--- src/rss_pkg.sv ---
`timescale 1ns / 1ps
// ----------------------------------------------------------------------------
// rss_pkg
// Shared types and constants for the rectangle subtraction splitter.
// ----------------------------------------------------------------------------
package rss_pkg;

   // Number of pieces one subtraction can produce.
   localparam int NUM_PIECES = 4;

   // Piece slots, in the order in which the pieces leave the block.
   localparam int PIECE_LEFT   = 0;
   localparam int PIECE_TOP    = 1;
   localparam int PIECE_RIGHT  = 2;
   localparam int PIECE_BOTTOM = 3;

   // Which of the edge tests (left, top, right, bottom) cut a piece off the subject.
   typedef struct packed {
      logic bottom;
      logic right;
      logic top;
      logic left;
   } rss_hits_type;

endpackage

--- src/rss_clip.sv ---
`timescale 1ns / 1ps
// ----------------------------------------------------------------------------
// rss_clip
// Combinational clip-and-split: runs the left, top, right and bottom edge
// tests on a subject rectangle and returns the four candidate pieces.
// ----------------------------------------------------------------------------
module rss_clip
   import rss_pkg::*;
#(
   parameter int COORD_BITS = 16
) (
   input  logic signed [COORD_BITS-1:0]                  subject_top,
   input  logic signed [COORD_BITS-1:0]                  subject_left,
   input  logic signed [COORD_BITS-1:0]                  subject_bottom,
   input  logic signed [COORD_BITS-1:0]                  subject_right,
   input  logic signed [COORD_BITS-1:0]                  cut_top,
   input  logic signed [COORD_BITS-1:0]                  cut_left,
   input  logic signed [COORD_BITS-1:0]                  cut_bottom,
   input  logic signed [COORD_BITS-1:0]                  cut_right,
   output rss_hits_type                                  hits,
   output logic        [NUM_PIECES-1:0][COORD_BITS-1:0]  piece_top,
   output logic        [NUM_PIECES-1:0][COORD_BITS-1:0]  piece_left,
   output logic        [NUM_PIECES-1:0][COORD_BITS-1:0]  piece_bottom,
   output logic        [NUM_PIECES-1:0][COORD_BITS-1:0]  piece_right
);

   localparam logic [COORD_BITS-1:0] ONE = COORD_BITS'(1);

   logic signed [COORD_BITS-1:0] left_cut;
   logic signed [COORD_BITS-1:0] top_cut;
   logic signed [COORD_BITS-1:0] right_cut;

   // Each test sees the subject as shrunk by the tests before it.
   always_comb begin
      hits.left   = (cut_left > subject_left) && (cut_left <= subject_right);
      left_cut    = hits.left ? cut_left : subject_left;
      hits.top    = (cut_top > subject_top) && (cut_top <= subject_bottom);
      top_cut     = hits.top ? cut_top : subject_top;
      hits.right  = (cut_right >= left_cut) && (cut_right < subject_right);
      right_cut   = hits.right ? cut_right : subject_right;
      hits.bottom = (cut_bottom >= top_cut) && (cut_bottom < subject_bottom);
   end

   always_comb begin
      piece_top[PIECE_LEFT]      = subject_top;
      piece_left[PIECE_LEFT]     = subject_left;
      piece_bottom[PIECE_LEFT]   = subject_bottom;
      piece_right[PIECE_LEFT]    = cut_left - ONE;

      piece_top[PIECE_TOP]       = subject_top;
      piece_left[PIECE_TOP]      = left_cut;
      piece_bottom[PIECE_TOP]    = cut_top - ONE;
      piece_right[PIECE_TOP]     = subject_right;

      piece_top[PIECE_RIGHT]     = top_cut;
      piece_left[PIECE_RIGHT]    = cut_right + ONE;
      piece_bottom[PIECE_RIGHT]  = subject_bottom;
      piece_right[PIECE_RIGHT]   = subject_right;

      piece_top[PIECE_BOTTOM]    = cut_bottom + ONE;
      piece_left[PIECE_BOTTOM]   = left_cut;
      piece_bottom[PIECE_BOTTOM] = subject_bottom;
      piece_right[PIECE_BOTTOM]  = right_cut;
   end

endmodule

--- src/rect_subtract_split_top.sv ---
`timescale 1ns / 1ps
// ----------------------------------------------------------------------------
// rect_subtract_split_top
// Rectangle subtraction: splits a subject rectangle into the up to four
// pieces that a cutting rectangle leaves visible (left, top, right, bottom).
// ----------------------------------------------------------------------------
//
//   Channel   Direction   Payload
//   -------   ---------   ------------------------------------------------
//   req_*     in          subject and cutting rectangle, 8 coordinates
//   rsp_*     out         one piece per transfer, tuser = piece_valid,
//                         tlast = last_piece
//
// An accepted request sits in the hold register; the clip logic evaluates
// it combinationally and one piece is moved into the response register per
// cycle unless it is stalled, so a request with k pieces gives max(k, 1)
// transfers, at most four. The first response is registered after the
// request has passed the hold register. A new request is taken in the same
// cycle in which the last piece of the held one moves to the response
// register, so requests follow each other without gaps. A stalled response
// register holds its content and simply freezes the piece walk. The
// synchronous reset clears only the valid flags and the sent-piece mask.
// ----------------------------------------------------------------------------
module rect_subtract_split_top
   import rss_pkg::*;
#(
   parameter int COORD_BITS = 16
) (
   input  logic                        clock,
   input  logic                        reset,

   input  logic                        req_tvalid,
   output logic                        req_tready,
   // From bit 0 up: subject_top, subject_left, subject_bottom, subject_right,
   // cut_top, cut_left, cut_bottom, cut_right.
   input  logic [8*COORD_BITS-1:0]     req_tdata,

   output logic                        rsp_tvalid,
   input  logic                        rsp_tready,
   // From bit 0 up: piece_top, piece_left, piece_bottom, piece_right,
   // then zero fill to a whole byte.
   output logic [((4*COORD_BITS+7)/8)*8-1:0] rsp_tdata,
   // Bit 0: piece_valid.
   output logic                        rsp_tuser,
   output logic                        rsp_tlast
);

   localparam int RSP_BITS = ((4*COORD_BITS+7)/8)*8;
   localparam int CB       = COORD_BITS;

   // Hold register for the request being split.
   logic                    hold_valid_ff;
   logic [8*CB-1:0]         hold_data_ff;
   logic [NUM_PIECES-1:0]   sent_ff;
   logic [NUM_PIECES-1:0]   sent_in;

   // Response register.
   logic                    rsp_valid_ff;
   logic [4*CB-1:0]         rsp_data_ff;
   logic [4*CB-1:0]         rsp_data_in;
   logic                    rsp_piece_ff;
   logic                    rsp_piece_in;
   logic                    rsp_last_ff;
   logic                    rsp_last_in;

   rss_hits_type                      hits;
   logic [NUM_PIECES-1:0][CB-1:0]     cand_top;
   logic [NUM_PIECES-1:0][CB-1:0]     cand_left;
   logic [NUM_PIECES-1:0][CB-1:0]     cand_bottom;
   logic [NUM_PIECES-1:0][CB-1:0]     cand_right;

   logic [NUM_PIECES-1:0]   remaining;
   logic [NUM_PIECES-1:0]   pick;
   logic                    pick_last;
   logic                    out_load;
   logic                    req_xfer;

   rss_clip #(
      .COORD_BITS (CB)
   ) u_clip (
      .subject_top    (hold_data_ff[0*CB +: CB]),
      .subject_left   (hold_data_ff[1*CB +: CB]),
      .subject_bottom (hold_data_ff[2*CB +: CB]),
      .subject_right  (hold_data_ff[3*CB +: CB]),
      .cut_top        (hold_data_ff[4*CB +: CB]),
      .cut_left       (hold_data_ff[5*CB +: CB]),
      .cut_bottom     (hold_data_ff[6*CB +: CB]),
      .cut_right      (hold_data_ff[7*CB +: CB]),
      .hits           (hits),
      .piece_top      (cand_top),
      .piece_left     (cand_left),
      .piece_bottom   (cand_bottom),
      .piece_right    (cand_right)
   );

   // Pieces still to send, lowest slot first. When only one remains (or
   // none at all, which means that no edge test hit) this transfer
   // closes the request.
   assign remaining = hits & ~sent_ff;
   assign pick      = remaining & (~remaining + NUM_PIECES'(1));
   assign pick_last = (remaining & ~pick) == '0;

   assign out_load   = hold_valid_ff && (!rsp_valid_ff || rsp_tready);
   assign req_tready = !hold_valid_ff || (out_load && pick_last);
   assign req_xfer   = req_tvalid && req_tready;

   always_comb begin
      rsp_data_in  = '0;
      rsp_piece_in = 1'b0;
      rsp_last_in  = pick_last;
      sent_in      = sent_ff | pick;
      for (int i = 0; i < NUM_PIECES; i++) begin
         if (pick[i]) begin
            rsp_data_in  = {cand_right[i], cand_bottom[i], cand_left[i], cand_top[i]};
            rsp_piece_in = 1'b1;
         end
      end
   end

   always_ff @(posedge clock) begin
      if (reset) begin
         hold_valid_ff <= 1'b0;
         sent_ff       <= '0;
         rsp_valid_ff  <= 1'b0;
      end else begin
         if (req_xfer) begin
            hold_valid_ff <= 1'b1;
            sent_ff       <= '0;
         end else if (out_load && pick_last) begin
            hold_valid_ff <= 1'b0;
            sent_ff       <= '0;
         end else if (out_load) begin
            sent_ff       <= sent_in;
         end

         if (out_load) begin
            rsp_valid_ff <= 1'b1;
         end else if (rsp_tready) begin
            rsp_valid_ff <= 1'b0;
         end
      end
   end

   always_ff @(posedge clock) begin
      if (req_xfer) begin
         hold_data_ff <= req_tdata;
      end
      if (out_load) begin
         rsp_data_ff  <= rsp_data_in;
         rsp_piece_ff <= rsp_piece_in;
         rsp_last_ff  <= rsp_last_in;
      end
   end

   assign rsp_tvalid = rsp_valid_ff;
   assign rsp_tdata  = RSP_BITS'(rsp_data_ff);
   assign rsp_tuser  = rsp_piece_ff;
   assign rsp_tlast  = rsp_last_ff;

endmodule
--- config.mk ---
export PLATFORM = sky130hd
export DESIGN_NAME = rect_subtract_split_top
export DESIGN_NICKNAME = d
export VERILOG_FILES = /design/src/rss_pkg.sv /design/src/rss_clip.sv /design/src/rect_subtract_split_top.sv
export SDC_FILE = /design/constraint.sdc
export NUM_CORES = 1
export LEC_CHECK = 0
export BUFFER_PORTS_ARGS = -buffer_cell sky130_fd_sc_hd__buf_4
export CAP_MARGIN = 20
export CORE_MARGIN = 2
export CORE_UTILIZATION = 43
export CTS_CLUSTER_DIAMETER = 150
export CTS_CLUSTER_SIZE = 8
export DETAILED_ROUTE_END_ITERATION = 10
export PLACE_DENSITY = 0.75
export SLEW_MARGIN = 25
export SYNTH_ARGS = -nofsm -noshare
export SYNTH_HDL_FRONTEND = slang
export SYNTH_SLANG_ARGS = --single-unit
--- constraint.sdc ---
create_clock -name clock -period 9.1 [get_ports clock]
set_input_delay 0.91 -clock clock [delete_from_list [all_inputs] [get_ports clock]]
set_output_delay 0.91 -clock clock [all_outputs]
set_load 0.02 [all_outputs]
==> results of run 1 <==
==> synthesized netlist by cell type (7+ instances only) <==
cell type,instances
nor2_1,50
a22o_1,16
a21o_1,15
nand3_1,24
buf_2,10
o221ai_1,33
a221o_1,16
inv_1,75
nand2_1,95
xor2_1,22
edfxtp_1,194
nor3_1,21
nor4_1,7
o21ai_0,12
mux2i_1,30
ha_1,130
nand4_1,23
nor2b_1,8
a21oi_1,48
xnor2_1,32
and3_1,8
==> flip-flops by register name, indices dropped and copies added, names as in the netlist <==
register / cells
rsp_tlast: 1
rsp_tvalid: 1
rsp_tdata: 64
hold_data_ff: 128
hold_valid_ff: 1
rsp_tuser: 1
sent_ff: 4
==> cell families (layout without fill, tap and decap cells) <==
kind of cell | count (synthesis) | in the layout | synth area share
compound gates | 185 | 185 | 0.123
flops | 200 | 200 | 0.514
xor+xnor | 54 | 54 | 0.0409
simple gates | 271 | 271 | 0.117
fa+ha+maj | 131 | 131 | 0.142
mux | 33 | 33 | 0.0292
buf+inv | 96 | 311 | 0.0345
==> cell type report <==
type                            instances  area share
Multi-Input combinational cell        674       0.372
Sequential cell                       200       0.422
Timing Repair Buffer                  203       0.109
Inverter                               76      0.0203
Tap cell                              341      0.0303
Clock inverter                         15      0.0158
Clock buffer                           17      0.0302
==> worst max path at each step <==
stage | start | end | cells past startpoint
2_1_floorplan | hold_data_ff[75] | hold_data_ff[0] | 21
3_3_place_gp | hold_data_ff[75] | hold_data_ff[63] | 19
3_5_place_dp | hold_data_ff[93] | hold_data_ff[126] | 19
4_1_cts | hold_data_ff[93] | req_tready | 19
5_1_grt | hold_data_ff[93] | req_tready | 19
6_report | hold_data_ff[93] | req_tready | 19
==> power by group through the flow <==
stage	logic, mW	registers (mW)	clock network (mW)
floorplan	0.647	1.37	0
global placement	1.04	1.33	0
detailed placement	1.06	1.33	0
CTS	1.07	1.32	0.834
global route	1.18	1.33	0.862
finish	1.08	1.32	0.818
==> layer usage <==
metal / vias up / part of all wire / GRT usage
met5: - / 0 / 0
met1: 4253 / 0.45 / 0.311
met4: 0 / 0.032 / 0.0938
met2: 342 / 0.45 / 0.342
met3: 51 / 0.065 / 0.0388
li1: 4116 / - / -
==> worst reg2reg max path: stages, from the launching register on <==
cell and delay [ns]:
edfxtp_1 0.53, ha_1 0.36, and4_1 0.21, nand2_1 0.13
a2111oi_2 0.38, a211oi_2 0.07, mux2i_1 0.34, or3_1 0.81
mux2i_1 0.23, ha_1 0.38, nand4_1 0.16, nor4_1 0.39
o21ai_1 0.14, a21oi_1 0.18, nor4b_2 0.11, and2b_1 0.27
maj3_2 0.34, o22ai_4 0.30, a31o_4 0.80, buf_12 0.45
==> stage by stage <==
| stage | setup WS (ns) | area, sq um | util |
|---|---|---|---|
| floorplan | 2.35 | 11600 | - |
| global placement | 2.20 | 13400 | 0.504 |
| detailed placement | 2.13 | 13400 | 0.504 |
| CTS | 1.97 | 14100 | 0.528 |
| global route | 1.61 | 14100 | 0.528 |
| finish | 1.99 | 14100 | 0.528 |
==> reports/metrics.cfg, run 1 <==
[cts]
cts_tree = built
clock-sinks = 200
clock_latency_ns = 0.44
cts_hold_buf = 0
htree_num_levels = 4
cts-root-buf = clkbuf_16
clkSlewWorstSetupHoldPaths_ns = 0.09
cts_buffer_depth = 2
cts_setup_buffers = 0
cts_resized = 0
cts-buffers-inserted = 17

[sta]
skew_ns = 0.0172
whs_ns = 0.523
setup_viol = 0
tns_ns = 0
rsz0062_at_grt = false
drv_slew = 0
tightestPinTransition_ns = 0.966
relSlewSlack = 0.356
finalCritPeriodShare = 0.782
hold_viol_final = 0
fmax_mhz = 141
min_period_ns = 7.11

[synthesis]
syn_area_sq_um = 11600
synth_seq_area_share = 0.514
synth-main-ff-cell = edfxtp_1
syn_nets = 1232
postSynthAreaPerCell_sq_um = 11.9
synth_top_area_share = 0.504
synth_edf_count = 194
synth.distinct_cells = 74
async_flop_share = 0
syn_inst = 970
ys_top_cells_by_area = edfxtp_1 (50%), ha_1 (14%), nand2_1 (3.1%)
yosys.area.top_type = edfxtp_1
synth_warnings = 0
synth-seq-cells = 200

[run]
cap_violations = 0

[finish]
diodes = 0
ff_latch_area_sq_um = 5950
final_common_cell = buf_4
multi_input_area_sq_um = 5240
most-common-layout-cells = buf_4 (202), edfxtp_1 (194), ha_1 (130)
layout.cells.non_filler = 1526
fill_cells = 2239
post_route_cells_drive_above_1_share = 0.225
nets = 1434
syn_to_final_growth_pct = 21.8

[die]
fp.dieW_microns = 168
core_area_sq_um = 26700
rows = 60
io_pins = 200
fp.dieH_microns = 168
floorplan.initialDensity = 0.434
die_area_sq_um = 28200

[worst_setup_path]
cp.arrival_ns = 6.20
reg2regPathDepth = 19
cp_cell_sequence = ha_1 > and4_1 > nand2_1 > a2111oi_2 > a211oi_2 > mux2i_1 > or3_1 > mux2i_1 > ha_1 > nand4_1 > nor4_1 > o21ai_1 > nand4_1 > nor4b_2 > and2b_1 > maj3_2 > o22ai_4 > a21o_1 > buf_4
critPathTopFamily = simple AND/OR/NAND/NOR gates
cp_slowest_stage_delay_ns = 0.81
cp_max_fo = 18
crit_required_ns = 8.19
r2r-start = hold_data_ff[93]
path_buf_inv = 1
rr_endpoint = hold_data_ff[0]
worstSetupPathType = reg -> out
critPathLaunchType = flop
r2r_slack_ns = 2.04
end_kind = primary output
cp_slowest_cell = or3_1

[grt]
antenna_found_initial = 0
grt_start_max_net_pins = 71
grt_overflow = 0
grt.total_usage = 0.222
grt_pass1_wl_mm = 48.0
first_global_vias = 8671

[hold_path]
hold_depth = 2
hp-class = reg -> reg
min_to = rsp_tvalid
worstHoldStart = hold_valid_ff

[pwr]
power_frac_clock = 0.255
internal_power_mw = 2.04
comb_power_share = 0.336
finalPower_mw = 3.21
switching_share = 0.364
switchingPower_mw = 1.17
p_leak_nw = 5.96
irDropWorstVdd_uv = 125
pwr_density_cell_nw_per_um2 = 228
p_seq_frac = 0.410

[route]
wl_mm = 31.2
wl_per_cell_microns = 20.4
drtIter0Drc = 685
via_per_inst = 5.74
vias = 8762
drc = 0
ant_nets = 0
dr.pass1.iters = 5

[run_status]
status = finished clean

[placement]
place_inst = 1494
dpl.hpwl_mm = 23.5
io_buffer_count = 199
gp_congestion = 0.922

No activity file was read; power rests on OpenSTA's default activity.
==> run 2: changes to the inputs <==
ABC_AREA = 1   (was unset)
PLACE_DENSITY = 0.77   (was 0.75)
clock period = 6.3 ns   (was 9.1 ns; I/O delays follow)
==> run 2 against run 1 <==
Net effect:
- count of clock-buffer cells in the layout rose by 1
- worst hold slack got worse by 0.17 ns
- critical endpoint unchanged
- sequential power rose by 35%
- total power increased by 30%
- largest cell class unchanged
- largest power group unchanged
- register-to-register slack worse by 0.86 ns
- wire length increased by 6.0%
- core utilization shrank 0.28 points
==> reports/metrics.cfg, run 2 <==
[placement]
dpl.hpwl_mm = 24.4
io_buffer_count = 199
gp_congestion = 0.897

[worst_setup_path]
rr_endpoint = hold_data_ff[7]
r2r-start = hold_data_ff[93]
reg2regPathDepth = 26
cp_max_fo = 32
r2r_slack_ns = 1.18
worstSetupPathType = reg -> out
end_kind = primary output
crit_required_ns = 5.67
cp.arrival_ns = 4.94
critPathLaunchType = flop

[synthesis]
yosys.area.top_type = edfxtp_1
synth_top_area_share = 0.481
synth-seq-cells = 200
synth.distinct_cells = 54
synth-main-ff-cell = edfxtp_1
syn_inst = 1255
synthMostInstantiatedCell = nand2_1
synth_common_cells = nand2_1 (259), edfxtp_1 (194), inv_1 (161)
synth_seq_area_share = 0.491
syn_nets = 1517
syn_area_sq_um = 12100
async_flop_share = 0
synth_edf_count = 194
synth_warnings = 0
postSynthAreaPerCell_sq_um = 9.65
ys_top_cells_by_area = edfxtp_1 (48%), ha_1 (13%), nand2_1 (8.0%)

[cts]
cts_tree = built
cts_setup_buffers = 0
cts_hold_buf = 0
clock-sinks = 200
cts-root-buf = clkbuf_16
cts_buffer_depth = 2
clock_latency_ns = 0.45
cts-buffers-inserted = 17
clkSlewWorstSetupHoldPaths_ns = 0.08
cts_resized = 0
htree_num_levels = 4

[sta]
relSlewSlack = 0.337
rsz0062_at_grt = false
tightestPinTransition_ns = 0.994
finalCritPeriodShare = 0.884
drv_slew = 0
fmax_mhz = 180
hold_viol_final = 0
whs_ns = 0.352
tns_ns = 0
setup_viol = 0
skew_ns = 0.00914
min_period_ns = 5.57

[route]
via_per_inst = 5.28
wl_mm = 33.0
dr.pass1.iters = 5
ant_nets = 0
drtIter0Drc = 873
wl_per_cell_microns = 17.9
drc = 0
vias = 9754

[finish]
max_flop_register = hold_data_ff
syn_to_final_growth_pct = 20.5
nets = 1720
most-common-layout-cells = nand2_1 (259), buf_4 (206), edfxtp_1 (194)
diodes = 0
post_route_cells_drive_above_1_share = 0.190
fill_cells = 2518
largest_reg_flops = 128
final_common_cell = nand2_1

[grt]
grt_overflow = 0
grt_pass1_wl_mm = 50.7
antenna_found_initial = 0
grt.total_usage = 0.227
first_global_vias = 9505
grt_start_max_net_pins = 79

[hold_path]
hp-class = in -> reg
min_to = hold_data_ff[110]
worstHoldStart = req_tdata[110]
hold_depth = 1

[die]
rows = 61
fp.dieW_microns = 172
fp.dieH_microns = 172
die_area_sq_um = 29500
core_area_sq_um = 27800
io_pins = 200
floorplan.initialDensity = 0.436

[pwr]
irDropWorstVdd_uv = 176
p_leak_nw = 6.61
finalPower_mw = 4.18
pwr_density_cell_nw_per_um2 = 286

[run_status]
status = finished clean

[run]
cap_violations = 0

[run 2: cell types whose count changed after synthesis, sizes merged, moves of 20 or more]
cell	delta
nand2	+170
inv	+93
o21ai	+70
nor2	+41
a21oi	+40
nand3	+32
o221ai	-31
mux2i	-30
xnor2	-20
[run 2: worst max path at each step]
| stage | startpoint | endpoint | slack (ns) | depth (start not counted) |
|---|---|---|---|---|
| 6_report | hold_data_ff[75] | req_tready | 0.73 | 22 |
| 5_1_grt | hold_data_ff[93] | req_tready | 0.43 | 26 |
| 4_1_cts | hold_data_ff[94] | req_tready | 0.88 | 26 |
| 3_5_place_dp | hold_data_ff[94] | hold_data_ff[96] | 1.26 | 26 |
| 3_3_place_gp | hold_data_ff[93] | hold_data_ff[92] | 1.29 | 26 |
| 2_1_floorplan | hold_data_ff[87] | hold_data_ff[0] | 0.22 | 26 |
[run 2: stage by stage]
stage / instance area, sq um / utilization / setup slack (ns) / cells
after detailed placement: 14000 / 0.505 / 1.26 / 1817
after global routing: 14600 / 0.526 / 0.431 / 1849
final: 14600 / 0.526 / 0.734 / 1849
after global placement: 14000 / 0.505 / 1.29 / 1817
after floorplan: 12100 / - / 0.215 / 1255
after CTS: 14600 / 0.526 / 0.882 / 1849
[run 2: cells by family after synthesis]
family                   after synthesis  share of synthesized area
AO/OA/AOI/OAI                        229                      0.107
XOR/XNOR                              44                     0.0318
adder cells (fa/ha/maj)              130                      0.134
buffers and inverters                192                     0.0662
flip-flops                           200                      0.491
multiplexers                           4                    0.00372
AND/OR/NAND/NOR                      456                      0.166
[run 2: cell type report]
type / count / area [sq um] / area share
Tap cell: 378 / 473 / 0.0324
Timing Repair Buffer: 208 / 1590 / 0.109
Multi-Input combinational cell: 863 / 5390 / 0.369
Clock buffer: 18 / 429 / 0.0294
Sequential cell: 200 / 5950 / 0.407
Inverter: 168 / 638 / 0.0437
Clock inverter: 14 / 139 / 0.00951
[run 2: power by group]
| group | switching, mW | internal (mW) | total [mW] | leakage (nW) |
|---|---|---|---|---|
| clock | 0.529 | 0.557 | 1.09 | 0.278 |
| sequential | 0.0971 | 1.68 | 1.78 | 1.91 |
| combinational | 0.853 | 0.469 | 1.32 | 4.42 |
[run 2: worst max-delay path, cell delays in order (launching register included)]
cell and delay (ns):
edfxtp_1 0.49, ha_1 0.35, nand2_1 0.08, nor4_2 0.36
nand2_1 0.13, nand3_1 0.09, nand3_1 0.15, nand2_1 0.11
buf_4 0.30, o21ai_0 0.18, ha_1 0.41, a21oi_1 0.09
o21ai_0 0.47, nand2_1 0.15, nand3_1 0.11, nand2_1 0.05
nand3_1 0.06, nand2_1 0.05, nor2_1 0.22, nand2_1 0.11
nand3_1 0.21, nand2_1 0.13, buf_4 0.18
[run 2: per-layer routing]
layer / GRT usage / wire length [microns]
met5: 0 / 0
met4: 0.0913 / 1020
met2: 0.364 / 15200
met1: 0.312 / 14500
met3: 0.0325 / 2300
==> run 3: changes to the inputs <==
CELL_PAD_IN_SITES_DETAIL_PLACEMENT = 2   (was unset)
CELL_PAD_IN_SITES_GLOBAL_PLACEMENT = 2   (was unset)
CORE_UTILIZATION = 32   (was 43)
PLACE_DENSITY = 0.87   (was 0.77)
==> run 3 against run 2 <==
Net effect:
- clock skew increased by 0.0040 ns
- fmax fell by 3.2%
- setup slack worse by 0.18 ns
- critical path type unchanged
- highest routed layer unchanged
==> reports/metrics.cfg, run 3 (synthesis results as in run 2) <==
[route]
drtIter0Drc = 377
drc = 0
vias = 10100
ant_nets = 0
wl_per_cell_microns = 22.2
wl_mm = 44.1
via_per_inst = 5.08
dr.pass1.iters = 5

[sta]
setup_viol = 0
hold_viol_final = 0
min_period_ns = 5.75
whs_ns = 0.325
tns_ns = 0
finalCritPeriodShare = 0.913
drv_slew = 0
skew_ns = 0.0132
fmax_mhz = 174
rsz0062_at_grt = false
tightestPinTransition_ns = 0.769
relSlewSlack = 0.482

[finish]
final_common_cell = nand2_1
syn_to_final_growth_pct = 22.7
final_util = 0.397
largest_reg_flops = 128
post_route_cells_drive_above_1_share = 0.197
final_area_sq_um = 14900
diodes = 0
nets = 1728
max_flop_register = hold_data_ff
most-common-layout-cells = nand2_1 (259), buf_4 (212), edfxtp_1 (194)

[cts]
clkSlewWorstSetupHoldPaths_ns = 0.09
cts_tree = built
htree_num_levels = 4
cts-buffers-inserted = 17
cts_hold_buf = 0
cts_buffer_depth = 2
cts_resized = 0
cts_setup_buffers = 0
clock_latency_ns = 0.47
clock-sinks = 200
cts-root-buf = clkbuf_16

[worst_setup_path]
end_kind = primary output
r2r-start = hold_data_ff[95]
cp_max_fo = 24
worstSetupPathType = reg -> out
cp.arrival_ns = 5.12
crit_required_ns = 5.67
critPathLaunchType = flop
startpoint = hold_data_ff[71]

[hold_path]
worstHoldStart = reset
hp-class = in -> reg

[pwr]
p_seq_frac = 0.412
internal_power_mw = 2.70
switchingPower_mw = 1.64
pwr_density_cell_nw_per_um2 = 292
switching_share = 0.378
comb_power_share = 0.330
finalPower_mw = 4.34
power_frac_clock = 0.258
p_leak_nw = 6.66
irDropWorstVdd_uv = 205

[placement]
io_buffer_count = 199
dpl.hpwl_mm = 33.9
dpl_cell_area_sq_um = 14300
gp_congestion = 0.855

[run_status]
status = finished clean

[grt]
grt_overflow = 0
first_global_vias = 11500
grt_pass1_wl_mm = 67.1
grt.total_usage = 0.231
antenna_found_initial = 0
grt_start_max_net_pins = 72

[die]
die_area_sq_um = 39400
floorplan.initialDensity = 0.323
fp.dieW_microns = 199
fp.dieH_microns = 199
io_pins = 200
rows = 71
core_area_sq_um = 37500

[run]
cap_violations = 0

[run 3: final timing paths]
| kind | end | slack [ns] | cells after the start |
|---|---|---|---|
| min | rsp_tvalid | 0.33 | 2 |
| max | req_tready | 0.55 | 24 |
| max reg2reg | hold_data_ff[57] | 0.70 | 27 |
| min reg2reg | sent_ff[0] | 0.49 | 2 |
[run 3: area by class of cell]
class                   count  area, sq um
clock inverters            15          153
fillers                  4146        22600
well taps                 511          639
clock buffers              17          425
inverters                 168          638
repair buffers            216         1660
multi-input cells         863         5400
flip-flops and latches    200         5950
[run 3: metrics by stage]
step	setup WS [ns]	instances
after floorplan	0.215	1255
after global placement	0.598	1958
after detailed placement	0.413	1958
after CTS	0.265	1990
after global routing	0.0153	1990
final	0.551	1990
[run 3: power by group through the flow]
stage          Clock (mW)  Sequential [mW]  Combinational [mW]
2_1_floorplan           0             1.88               0.759
3_3_place_gp            0             1.81                1.34
3_5_place_dp            0             1.82                1.42
4_1_cts              1.15             1.79                1.44
5_1_grt              1.20             1.81                1.58
6_report             1.12             1.79                1.43
[run 3: per-layer routing]
layer,global-route usage,share of wire
met3,0.0393,0.036
met5,0,0
met2,0.433,0.54
met4,0.0915,0.031
met1,0.259,0.39
[run 3: critical path: stages (launching register included)]
cell      delay, ns
edfxtp_1       0.53
ha_1           0.37
nand2_1        0.08
nor2_1         0.28
nand2_1        0.09
nand2_1        0.14
nand2_1        0.09
nand2_1        0.08
nand2_1        0.05
nand3_1        0.12
nand2_1        0.22
buf_4          0.29
o21ai_0        0.31
ha_1           0.33
a21oi_1        0.24
o21ai_0        0.20
nand2_1        0.13
nand4_1        0.09
nand3_1        0.12
nand2_1        0.06
nor2_1         0.22
nand2_1        0.11
nand3_1        0.18
nand2_1        0.12
buf_4          0.17
